==> config.mk <==
export PLATFORM = sky130hd
export DESIGN_NAME = tracker_record_word_deframer
export DESIGN_NICKNAME = d
export VERILOG_FILES = /design/src/hdl/trwd_pkg.sv /design/src/hdl/tracker_record_word_deframer.sv
export SDC_FILE = /design/constraint.sdc
export NUM_CORES = 1
export LEC_CHECK = 0
export BUFFER_PORTS_ARGS = -buffer_cell sky130_fd_sc_hd__buf_4
export CAP_MARGIN = 20
export CORE_MARGIN = 3
export CORE_UTILIZATION = 46
export DETAILED_ROUTE_END_ITERATION = 12
export GPL_TIMING_DRIVEN = 0
export PLACE_DENSITY = 0.83
export SYNTH_ARGS = -nofsm -noshare
export SYNTH_HDL_FRONTEND = slang
export SYNTH_SLANG_ARGS = --single-unit
==> constraint.sdc <==
create_clock -name clk -period 5.5 [get_ports clk]
set_clock_uncertainty 0.15 [all_clocks]
set_input_delay 0.275 -clock clk [delete_from_list [all_inputs] [get_ports clk]]
set_output_delay 0.275 -clock clk [all_outputs]
set_load 0.1 [all_outputs]
==> src/hdl/trwd_pkg.sv <==
package trwd_pkg;

  localparam int unsigned MATRIX_WORDS     = 9;
  localparam int unsigned QUATERNION_WORDS = 4;
  localparam int unsigned POS_WORDS        = 3;
  localparam int unsigned ANGLE_WORDS      = 3;

  localparam int unsigned DATA_W  = 16;
  localparam int unsigned COMP_W  = 5;
  localparam int unsigned INDEX_W = 4;
  localparam int unsigned FMT_W   = 3;
  localparam int unsigned PADDR_W = 3;
  localparam int unsigned PDATA_W = 32;

  localparam logic [COMP_W-1:0] COMP_POS_BASE    = 5'd0;
  localparam logic [COMP_W-1:0] COMP_ANGLE_BASE  = 5'd3;
  localparam logic [COMP_W-1:0] COMP_MATRIX_BASE = 5'd6;
  localparam logic [COMP_W-1:0] COMP_QUAT_BASE   = 5'd15;

  // Register index in the configuration space (byte address / 4).
  localparam logic [PADDR_W-3:0] REG_RECORD_FORMAT = 1'b0;

  typedef enum logic [FMT_W-1:0] {
    FMT_NONE       = 3'd0,
    FMT_POS        = 3'd1,
    FMT_ANGLES     = 3'd2,
    FMT_MATRIX     = 3'd3,
    FMT_POS_ANGLES = 3'd4,
    FMT_POS_MATRIX = 3'd5,
    FMT_QUAT       = 3'd6,
    FMT_POS_QUAT   = 3'd7
  } fmt_t;

  localparam fmt_t FMT_RESET = FMT_POS;

  // Shape of one record: leading position words, then a tail block.
  typedef struct packed {
    logic                known;
    logic [INDEX_W-1:0]  pos_len;
    logic [COMP_W-1:0]   tail_base;
    logic [INDEX_W-1:0]  tail_len;
  } layout_t;

  function automatic layout_t layout_of(fmt_t fmt);
    layout_t l;
    l.known     = 1'b1;
    l.pos_len   = '0;
    l.tail_base = '0;
    l.tail_len  = '0;
    case (fmt)
      FMT_POS: begin
        l.pos_len = INDEX_W'(POS_WORDS);
      end
      FMT_ANGLES: begin
        l.tail_base = COMP_ANGLE_BASE;
        l.tail_len  = INDEX_W'(ANGLE_WORDS);
      end
      FMT_MATRIX: begin
        l.tail_base = COMP_MATRIX_BASE;
        l.tail_len  = INDEX_W'(MATRIX_WORDS);
      end
      FMT_POS_ANGLES: begin
        l.pos_len   = INDEX_W'(POS_WORDS);
        l.tail_base = COMP_ANGLE_BASE;
        l.tail_len  = INDEX_W'(ANGLE_WORDS);
      end
      FMT_POS_MATRIX: begin
        l.pos_len   = INDEX_W'(POS_WORDS);
        l.tail_base = COMP_MATRIX_BASE;
        l.tail_len  = INDEX_W'(MATRIX_WORDS);
      end
      FMT_QUAT: begin
        l.tail_base = COMP_QUAT_BASE;
        l.tail_len  = INDEX_W'(QUATERNION_WORDS);
      end
      FMT_POS_QUAT: begin
        l.pos_len   = INDEX_W'(POS_WORDS);
        l.tail_base = COMP_QUAT_BASE;
        l.tail_len  = INDEX_W'(QUATERNION_WORDS);
      end
      default: begin
        l.known = 1'b0;
      end
    endcase
    return l;
  endfunction

endpackage

==> src/hdl/tracker_record_word_deframer.sv <==
// Record word deframer for a motion tracker stream. Each input transaction
// carries one raw 16-bit word: bit 7 is the frame bit, bits 6..0 and 15..8
// are data. The block returns exactly one output transaction per word with
// the frame bit reported, the data packed into a signed 16-bit value
// ((high byte << 9) | (low seven bits << 2), truncated to 16 bits), the
// component the word carries under the current record format, and a flag on
// the record's last word. Formats 1 to 7 select position, angles, matrix,
// position+angles, position+matrix, quaternion and position+quaternion
// records; format 0 is unknown and gives value 0, component 0, last_word 1
// and format_error 1 on every word. The frame bit is reported only and never
// resynchronizes the word counter. If the format is changed mid-record so
// the counter lies past the new record length, the next word starts a new
// record. out_valid rises in the cycle after a word is accepted; one word can be
// accepted every cycle, limited only by the single output register, which
// frees up in the same cycle its transaction is taken. The record_format
// register (reset 1) sits at byte address 0 of the APB-style port and may be
// changed only while no transaction is in flight.
module tracker_record_word_deframer
  import trwd_pkg::*;
(
  input  logic                      clk,
  input  logic                      rst,
  // Configuration port.
  input  logic                      psel,
  input  logic                      penable,
  input  logic                      pwrite,
  input  logic [PADDR_W-1:0]        paddr,
  input  logic [PDATA_W-1:0]        pwdata,
  output logic [PDATA_W-1:0]        prdata,
  output logic                      pready,
  // Input words.
  input  logic                      in_valid,
  output logic                      in_ready,
  input  logic [DATA_W-1:0]         data_word,
  // Results.
  output logic                      out_valid,
  input  logic                      out_ready,
  output logic signed [DATA_W-1:0]  value,
  output logic [COMP_W-1:0]         component,
  output logic                      frame_flag,
  output logic                      last_word,
  output logic                      format_error
);

  fmt_t                record_format;
  logic [INDEX_W-1:0]  word_index;
  logic [INDEX_W-1:0]  word_index_next;
  logic                reg_sel;
  logic                cfg_write;
  logic                in_take;

  layout_t             layout;
  logic [INDEX_W-1:0]  rec_len;
  logic [INDEX_W-1:0]  idx;
  logic [INDEX_W-1:0]  idx_inc;
  logic [COMP_W-1:0]   comp_next;
  logic                last_next;
  logic [DATA_W-1:0]   packed_word;

  // The only register decodes at index 0; other addresses read as zero and
  // ignore writes.
  assign pready    = 1'b1;
  assign reg_sel   = (paddr[PADDR_W-1:2] == REG_RECORD_FORMAT);
  assign cfg_write = psel && penable && pwrite && pready && reg_sel;
  assign prdata    = reg_sel ? {{(PDATA_W-FMT_W){1'b0}}, record_format} : '0;

  always_ff @(posedge clk) begin
    if (rst) begin
      record_format <= FMT_RESET;
    end else if (cfg_write) begin
      record_format <= fmt_t'(pwdata[FMT_W-1:0]);
    end
  end

  // The output register is free when empty or when its transaction is being
  // taken in this same cycle, so words stream back to back.
  assign in_ready = !out_valid || out_ready;
  assign in_take  = in_valid && in_ready;

  assign layout  = layout_of(record_format);
  assign rec_len = layout.pos_len + layout.tail_len;
  // A counter stranded past the record end by a format change restarts.
  assign idx     = (word_index >= rec_len) ? '0 : word_index;
  assign idx_inc = idx + 1'b1;

  always_comb begin
    if (idx < layout.pos_len) begin
      comp_next = COMP_POS_BASE + COMP_W'(idx);
    end else begin
      comp_next = layout.tail_base + COMP_W'(idx - layout.pos_len);
    end
  end

  assign last_next = !layout.known || (idx_inc == rec_len);

  always_comb begin
    if (last_next) begin
      word_index_next = '0;
    end else begin
      word_index_next = idx_inc;
    end
  end

  // Frame bit dropped; the top bit of the high byte falls off the word.
  assign packed_word = {data_word[14:8], data_word[6:0], 2'b00};

  always_ff @(posedge clk) begin
    if (rst) begin
      word_index <= '0;
      out_valid  <= 1'b0;
    end else begin
      if (in_take) begin
        word_index <= word_index_next;
        out_valid  <= 1'b1;
      end else if (out_ready) begin
        out_valid  <= 1'b0;
      end
    end
  end

  always_ff @(posedge clk) begin
    if (in_take) begin
      frame_flag   <= data_word[7];
      format_error <= !layout.known;
      last_word    <= last_next;
      if (layout.known) begin
        value     <= signed'(packed_word);
        component <= comp_next;
      end else begin
        value     <= '0;
        component <= '0;
      end
    end
  end

endmodule

* Yosys cells after proc, flatten, opt, wreduce, memory -nomap -nowiden *
Index checks and enable logic that the tools add are counted.

word-level totals
  bits of input ports = 58
  RAM bits = 0
  register bits after elaboration = 32
  logic and storage cells = 50
  bits in latches = 0
  memory bits (read-only) = 0
  memories = 0

operators by class
  equal/unequal tests = 8
  shifts and indexed selects = 0
  multiply operators = 0
  bitwise logic cells = 2
  multiplexer cells = 9
  reductions and logical operators = 15
  order comparisons = 2
  $add $sub $neg = 4
  divide/modulo/power cells = 0

operator list
  cell                                                  count
  case mux 8 bit (3 select lines)                       1
  equality test 3 bit (second input constant)           4
  2-to-1 mux 4 bit                                      3
  OR reduction 2 bit                                    4
  OR reduction 7 bit                                    1
  equality test 3 x 2 -> 1 bit (second input constant)  2
  adder 4 x 5 -> 5 bit                                  1
  subtractor 4 x 4 -> 5 bit                             1
  adder 4 x 1 -> 4 bit (second input constant)          1
  adder 4 bit                                           1
  equality test 4 bit                                   1
  greater-or-equal comparator 4 bit                     1
  logical AND 1 bit                                     4
  less-than comparator 4 bit                            1
  OR reduction 4 bit                                    1
  equality test 3 x 1 -> 1 bit (second input constant)  1
  2-to-1 mux 1 bit                                      3
  2-to-1 mux 3 bit                                      1
  zero test 1 bit                                       2
  logical OR 1 bit                                      2
  2-to-1 mux 2 bit                                      1
  inverter 1 bit                                        2
  nonzero test 2 bit                                    1

* Longest topological paths before layout *
Gate-level depths: netlist of the first run.

  word-level depth = 10
  mapped depth = 21
  depth with buffers taken out = 21

* Worst setup path before layout of the first run *
No wires, ideal clock.

  path type = register to register
  start point = register record_format[1]
  end point = register component[4] (data pin)
  arrival = 4260 ps
  cell stages (with the launch flop) = 21
  path slack = 835 ps
  period minus slack after synthesis = 4665 ps
  cells stage by stage = dfxtp_1 inv_1 fa_1 ha_1 a21o_1 a211o_2 and2_1 ha_1 a21oi_1 o21a_1 nand2_1 ha_1 inv_1 ha_1 inv_1 fa_1 inv_1 a21o_1 a21oi_1 xor2_1 nor2_1

between the ends
  word-level cells in the longest chain between the ends = 8
  elaborated cells on any way between the ends = 23

RTL lines
  item                                                                            RTL line                                                                RTL
  start: declaration                                                              tracker_record_word_deframer.sv:45                                      fmt_t record_format;
  start signal: assignment                                                        tracker_record_word_deframer.sv:71                                      record_format <= fmt_t'(pwdata[FMT_W-1:0]);
  equality test 3 bit, or another cell as far along                               trwd_pkg.sv:50                                                          case (fmt)
  OR reduction 2 bit (no line) / OR reduction 4 bit (equally long branches)       n/a
  case mux 8 bit (3 select lines) / 2-to-1 mux 2 bit (equally long branches)      trwd_pkg.sv:50
  adder 4 bit                                                                     tracker_record_word_deframer.sv:81                                      assign rec_len = layout.pos_len + layout.tail_len;
  greater-or-equal comparator 4 bit                                               tracker_record_word_deframer.sv:83                                      assign idx = (word_index >= rec_len) ? '0 : word_index;
  2-to-1 mux 4 bit                                                                tracker_record_word_deframer.sv:83
  subtractor 4 x 4 -> 5 bit / less-than comparator 4 bit (equally long branches)  tracker_record_word_deframer.sv:90, tracker_record_word_deframer.sv:87
  adder 4 x 5 -> 5 bit / OR reduction 2 bit (equally long branches)               n/a
  end signal: assignment                                                          tracker_record_word_deframer.sv:128                                     component <= comp_next;
  end: declaration                                                                tracker_record_word_deframer.sv:39                                      output logic [COMP_W-1:0] component,

Several ways; a longest one is shown, not always the timed one.
A chain may end at the register's enable or synchronous reset.

* Worst setup path in the final report of the first run *
  start point = register record_format[2]
  end point = register component[4] (data pin)

Same word-level chain as after synthesis.

==> impl_metrics.py, run 1 <==
metrics = {
    "synthesis": {
        "postSynthCellCount": 218,
        "yosysUniqueCellTypes": 45,
        "syn_area_mm2": 0.00222,
        "async_reset_ff_share_pct": 0,
        "synth-edff-count": 22,
        "synth_compound_area_share_pct": 12.0,
        "synth-seq-cells": 30,
        "synth_area_per_cell_um2": 10.2,
        "synth_xor_area_share_pct": 4.57,
        "synth_fa_ha_area_share_pct": 15.2,
        "ys_seq_area_share_pct": 37.0,
        "synth_top_family_by_area": "buffers and inverters",
        "ys.warnings.count": 0,
        "post_synth_and_or_nand_nor_area_fraction_pct": 13.6,
        "synth.area.mux_share_pct": 1.86,
        "synth_flop_cell": "edfxtp_1",
    },
    "grt": {
        "grt_first_pass_wirelength_mm": 6.80,
        "grt_max_degree": 25,
        "grt_overflow": 0,
        "antenna_found_initial": 0,
        "grt_util_all_layers_pct": 15.7,
        "grt_pass1_vias": 1580,
    },
    "power_and_ir_drop": {
        "irDropWorstVdd_mv": 0.124,
        "p_per_area_mw_per_mm2": 308,
        "power_leakage_nw": 1.41,
    },
    "clocking": {
        "clk_latency_ns": 0.28,
        "path_clk_slew_ns": 0.06,
        "cts_tree": "done",
        "cts_hold_buf": 0,
        "cts_buffers": 5,
        "clock_path_buffers": 2,
        "root_buffer": "clkbuf_8",
        "cts_num_sinks": 30,
        "htreeDepth": 2,
        "cts_setup_buffers": 0,
    },
    "routing": {
        "dr.first_iter.drc_count": 88,
        "antenna_left": 0,
        "drt_pre_antenna_iters": 4,
        "drc_errors": 0,
        "routedWlPerCell_um": 12.9,
        "routed_via_density": 4.75,
        "vias": 1704,
        "routed_wl_mm": 4.62,
    },
    "floorplan": {
        "placementRows": 24,
        "die_w_um": 75.5,
        "die_h_um": 75.5,
        "ioPinCount": 117,
        "die_area_mm2": 0.00569,
        "start_util_pct": 49.3,
        "core-area_mm2": 0.00450,
    },
    "sta": {
        "tightest_slew_ns": 0.998,
        "drv_slew": 0,
        "setup_viol": 0,
        "hold_viol": 0,
        "max-slew-margin-rel_pct": 33.5,
        "rsz0062_at_grt": "false",
        "fmax_mhz": 196,
        "period_minus_slack_ns": 5.11,
        "holdWs_ns": 0.0225,
        "tns_ns": 0,
        "period_share_pct": 92.9,
    },
    "cells_and_area": {
        "seqCellArea_um2": 822,
        "nFillCells": 367,
        "final_common_cell": "buf_4",
        "final_util_pct": 64.3,
        "diodes": 0,
        "area.growth.synth_to_final_pct": 30.6,
        "layout.nets": 388,
        "layout_common_cells": "buf_4 (83), conb_1 (32), inv_1 (22), edfxtp_1 (22), ha_1 (19)",
        "drive_above_1_share_pct": 32.9,
        "multiInputGateArea_mm2": 0.00117,
    },
    "critical_path": {
        "crit_required_ns": 5.38,
        "cp_cell_sequence": "inv_1 > ha_1 > nor3_1 > ha_1 > a21o_1 > a211o_2 > and2_1 > ha_1 > a21oi_1 > o21a_1 > nand2_1 > ha_1 > inv_1 > ha_1 > inv_1 > fa_1 > inv_1 > a21o_1 > a21oi_1 > xor2_1 > nor2_1",
        "end_kind": "flip-flop",
        "start_kind": "flip-flop",
        "slowest_stage": "dfxtp_1",
        "critPathMostFrequentCell": "ha_1",
        "cp_max_fo": 10,
        "criticalPathCategory": "reg2reg",
        "critPathTopFamily": "adder cells",
        "slowest_delay_ns": 0.58,
        "crit_buf_inv": 4,
        "arrival_ns": 4.99,
    },
    "run": {
        "maxCapViolations": 0,
    },
    "placement": {
        "port-buffer-count": 51,
        "gp_congestion": 0.830,
        "dp_hpwl_mm": 3.67,
    },
    "worst_hold_path": {
        "hp-class": "in2reg",
    },
    "status": {
        "status": "finished clean",
    },
}
==> routing by layer <==
metal	wire length, um	GRT usage, %	vias to the layer above	share of wire [%]
met4	119	8.74	0	2.6
met3	315	3.43	12	6.8
met1	1840	18.3	765	40
met5	0	0	-	0
met2	2350	26.7	71	51
li1	-	-	856	-
==> worst paths after layout <==
path	from	to	slack, ns	cells past startpoint
worst max-delay path	record_format[2]	component[4]	0.39	21
worst min-delay path	data_word[7]	frame_flag	0.02	1
worst max register to register	record_format[2]	component[4]	0.39	21
worst min register to register	word_index[1]	word_index[1]	0.41	2
==> layout make-up <==
class                           instances  area share (%)
Multi-Input combinational cell        161            40.4
Sequential cell                        30            28.4
Timing Repair Buffer                   51            13.2
Buffer                                 35            8.94
Clock buffer                            7            2.98
Inverter                               22            2.85
Tap cell                               52            2.25
Clock inverter                          1            1.04
==> cells in the mapped netlist, types with 3 or more instances <==
master	instances	share of area [%]
edfxtp_1	22	30
dfxtp_1	8	7.2
fa_1	5	4.5
a21oi_1	7	1.6
a211oi_1	3	1.0
nor2_1	17	2.9
xor2_1	5	2.0
nand2b_1	3	0.85
inv_1	22	3.7
buf_4	32	11
o21ai_0	3	0.68
ha_1	19	11
nand2_1	10	1.7
mux2i_1	3	1.4
a21o_1	3	1.0
and2_1	17	4.8
==> what timing repair did <==
action / in CTS / in global routing
endpoints found under the hold margin: 0 / 0
gates resized for setup: 0 / 1
setup endpoints to repair: 0 / 1
==> power breakdown <==
group	total [mW]	internal (mW)	switching, mW
clock	0.229	0.148	0.0811
sequential	0.278	0.267	0.0114
combinational	0.387	0.0923	0.295
==> metrics by stage <==
| step | cells | area [um2] | total power [mW] | setup WS, ns |
|---|---|---|---|---|
| 6_report | 359 | 2900 | 0.894 | 0.390 |
| 4_1_cts | 359 | 2900 | 0.897 | 0.304 |
| 3_3_place_gp | 351 | 2780 | 0.660 | 0.449 |
| 5_1_grt | 359 | 2900 | 0.931 | 0.134 |
| 2_1_floorplan | 248 | 2330 | 0.602 | 0.835 |
| 3_5_place_dp | 351 | 2780 | 0.667 | 0.346 |
==> registers in the layout, indices dropped and copies added (netlist names) <==
name / cells
component: 5
format_error: 1
last_word: 1
out_valid: 1
frame_flag: 1
value: 14
record_format: 3
word_index: 4
==> logic make-up after synthesis <==
| kind of cell | count (synthesis) |
|---|---|
| muxes | 4 |
| buffers and inverters | 57 |
| AOI/OAI and AO/OA | 35 |
| other | 2 |
| adders and majority gates | 24 |
| xor gates and xnor gates | 9 |
| and+or+nand+nor | 57 |
| DFF | 30 |
No activity file was read; power rests on OpenSTA's default activity.
==> run 2, diff against run 1 <==
--- a/config.mk
+++ b/config.mk
@@ -5,12 +5,14 @@
 export SDC_FILE = /design/constraint.sdc
 export NUM_CORES = 1
 export LEC_CHECK = 0
+export ABC_CLOCK_PERIOD_IN_PS = 5500
 export BUFFER_PORTS_ARGS = -buffer_cell sky130_fd_sc_hd__buf_4
 export CAP_MARGIN = 20
 export CORE_MARGIN = 3
 export CORE_UTILIZATION = 46
 export DETAILED_ROUTE_END_ITERATION = 12
 export GPL_TIMING_DRIVEN = 0
+export HOLD_SLACK_MARGIN = 0.06
 export PLACE_DENSITY = 0.83
 export SYNTH_ARGS = -nofsm -noshare
 export SYNTH_HDL_FRONTEND = slang
==> run 2 against run 1 <==
Compared with the run above:
- die area unchanged
- largest cell class unchanged
- combinational power about the same
- cell count up 0.28%
- clock-buffer cell count unchanged
- sequential share of layout area down 0.098 points
- cell area up 0.35%
==> impl_metrics.py, run 2 (synthesis gave the netlist of run 1 again) <==
metrics = {
    "placement": {
        "dpl-instance-area_mm2": 0.00278,
        "gp_congestion": 0.830,
        "port-buffer-count": 51,
        "dp_hpwl_mm": 3.67,
        "pre_cts_ws_ns": 0.346,
    },
    "sta": {
        "tns_ns": 0,
        "period_minus_slack_ns": 5.11,
        "rsz0062_at_grt": "false",
        "tightest_slew_ns": 1.02,
        "hold_viol": 0,
        "fmax_mhz": 196,
        "setup_ws_ns": 0.390,
        "setup_viol": 0,
        "max-slew-margin-rel_pct": 32.1,
        "period_share_pct": 92.9,
        "drv_slew": 0,
    },
    "clocking": {
        "clk_latency_ns": 0.28,
        "root_buffer": "clkbuf_8",
        "path_clk_slew_ns": 0.06,
        "clock_path_buffers": 2,
        "cts_num_sinks": 30,
        "cts_tree": "done",
        "cts_setup_buffers": 0,
        "htreeDepth": 2,
        "cts_buffers": 5,
    },
    "critical_path": {
        "critPathMostFrequentCell": "ha_1",
        "end_kind": "flip-flop",
        "cp_max_fo": 10,
        "cp_cell_sequence": "inv_1 > ha_1 > nor3_1 > ha_1 > a21o_1 > a211o_2 > and2_1 > ha_1 > a21oi_1 > o21a_1 > nand2_1 > ha_1 > inv_1 > ha_1 > inv_1 > fa_1 > inv_1 > a21o_1 > a21oi_1 > xor2_1 > nor2_1",
        "slowest_delay_ns": 0.58,
        "arrival_ns": 4.99,
        "r2r_slack_ns": 0.39,
        "slowest_stage": "dfxtp_1",
        "start_kind": "flip-flop",
        "criticalPathCategory": "reg2reg",
        "crit_required_ns": 5.38,
    },
    "routing": {
        "routed_wl_mm": 4.63,
        "routedWlPerCell_um": 12.8,
        "dr.first_iter.drc_count": 86,
        "vias": 1712,
        "routed_via_density": 4.76,
        "drc_errors": 0,
        "drt_pre_antenna_iters": 4,
        "antenna_left": 0,
    },
    "cells_and_area": {
        "largest_registers": "value (14), component (5), word_index (4)",
        "nFillCells": 365,
        "area.growth.synth_to_final_pct": 31.0,
        "layout.nets": 389,
        "largest_register": "value",
        "largest_register_ffs": 14,
        "diodes": 0,
        "final_common_cell": "buf_4",
        "seqCellArea_um2": 822,
        "layout_common_cells": "buf_4 (83), conb_1 (32), inv_1 (22), edfxtp_1 (22), ha_1 (19)",
        "fin_area_mm2": 0.00291,
        "drive_above_1_share_pct": 32.8,
        "multiInputGateArea_mm2": 0.00117,
    },
    "status": {
        "status": "finished clean",
    },
    "floorplan": {
        "die_w_um": 75.5,
        "start_util_pct": 49.3,
        "die_area_mm2": 0.00569,
        "placementRows": 24,
        "die_h_um": 75.5,
        "ioPinCount": 117,
        "core-area_mm2": 0.00450,
    },
    "grt": {
        "antenna_found_initial": 0,
        "grt_max_degree": 25,
        "grt_overflow": 0,
        "grt_first_pass_wirelength_mm": 6.80,
        "grt_pass1_vias": 1580,
        "grt_util_all_layers_pct": 15.7,
    },
    "worst_hold_path": {
        "hp-class": "in2reg",
    },
    "power_and_ir_drop": {
        "finalPower_uw": 894,
        "power_leakage_nw": 1.41,
        "p_per_area_mw_per_mm2": 308,
        "irDropWorstVdd_mv": 0.124,
    },
    "run": {
        "maxCapViolations": 0,
    },
}
[run 2: cell types whose count changed in the layout (fill, tap and decap cells not counted), sizes merged]
| cell | delta |
|---|---|
| dlygate4sd3 | +1 |
[run 2: where the power goes]
group / total [mW] / internal, mW / leakage (nW) / switching (mW)
sequential: 0.278 / 0.267 / 0.283 / 0.0114
clock: 0.229 / 0.148 / 0.0585 / 0.0811
combinational: 0.387 / 0.0927 / 1.07 / 0.295
[run 2: final timing paths]
check | start | endpoint | cells past startpoint
min | pwdata[2] | record_format[2] | 3
min reg2reg | word_index[1] | word_index[1] | 2
max | record_format[2] | component[4] | 21
max reg2reg | record_format[2] | component[4] | 21
[run 2: worst max-delay path, delay by kind of cell, from the launching register on]
family                   cells  cell delay (ns)
adder cells (fa/ha/maj)      6             1.53
AO/OA/AOI/OAI                6             1.50
AND/OR/NAND/NOR              4             0.58
flip-flops                   1             0.58
buffers and inverters        4             0.36
XOR/XNOR                     1             0.17
[run 2: repair_timing]
item	4_1_cts	5_1_grt
gates resized for setup	0	1
endpoints found under the setup margin	0	1
hold endpoints to repair	1	0
hold buffers	1	0
[run 2: area by class of cell]
class                   count  area share [%]
multi-input cells         161            40.2
flip-flops and latches     30            28.3
repair buffers             52            13.5
plain buffers              35            8.91
clock buffers               7            2.97
inverters                  22            2.84
well taps                  52            2.24
clock inverters             1            1.03
[run 2: through the flow]
step	std cells	util [%]	hold slack [ns]
5_1_grt	360	64.6	0.0824
4_1_cts	360	64.5	0.0735
2_1_floorplan	248	-	0.224
3_3_place_gp	351	61.7	0.307
3_5_place_dp	351	61.7	0.308
6_report	360	64.6	0.0749
[run 2: per-layer routing]
| metal | vias up | GRT usage, % | routed length, um |
|---|---|---|---|
| li1 | 859 | - | - |
| met1 | 762 | 18.3 | 1850 |
| met2 | 79 | 26.7 | 2340 |
| met3 | 12 | 3.43 | 319 |
| met4 | 0 | 8.74 | 119 |
| met5 | - | 0 | 0 |
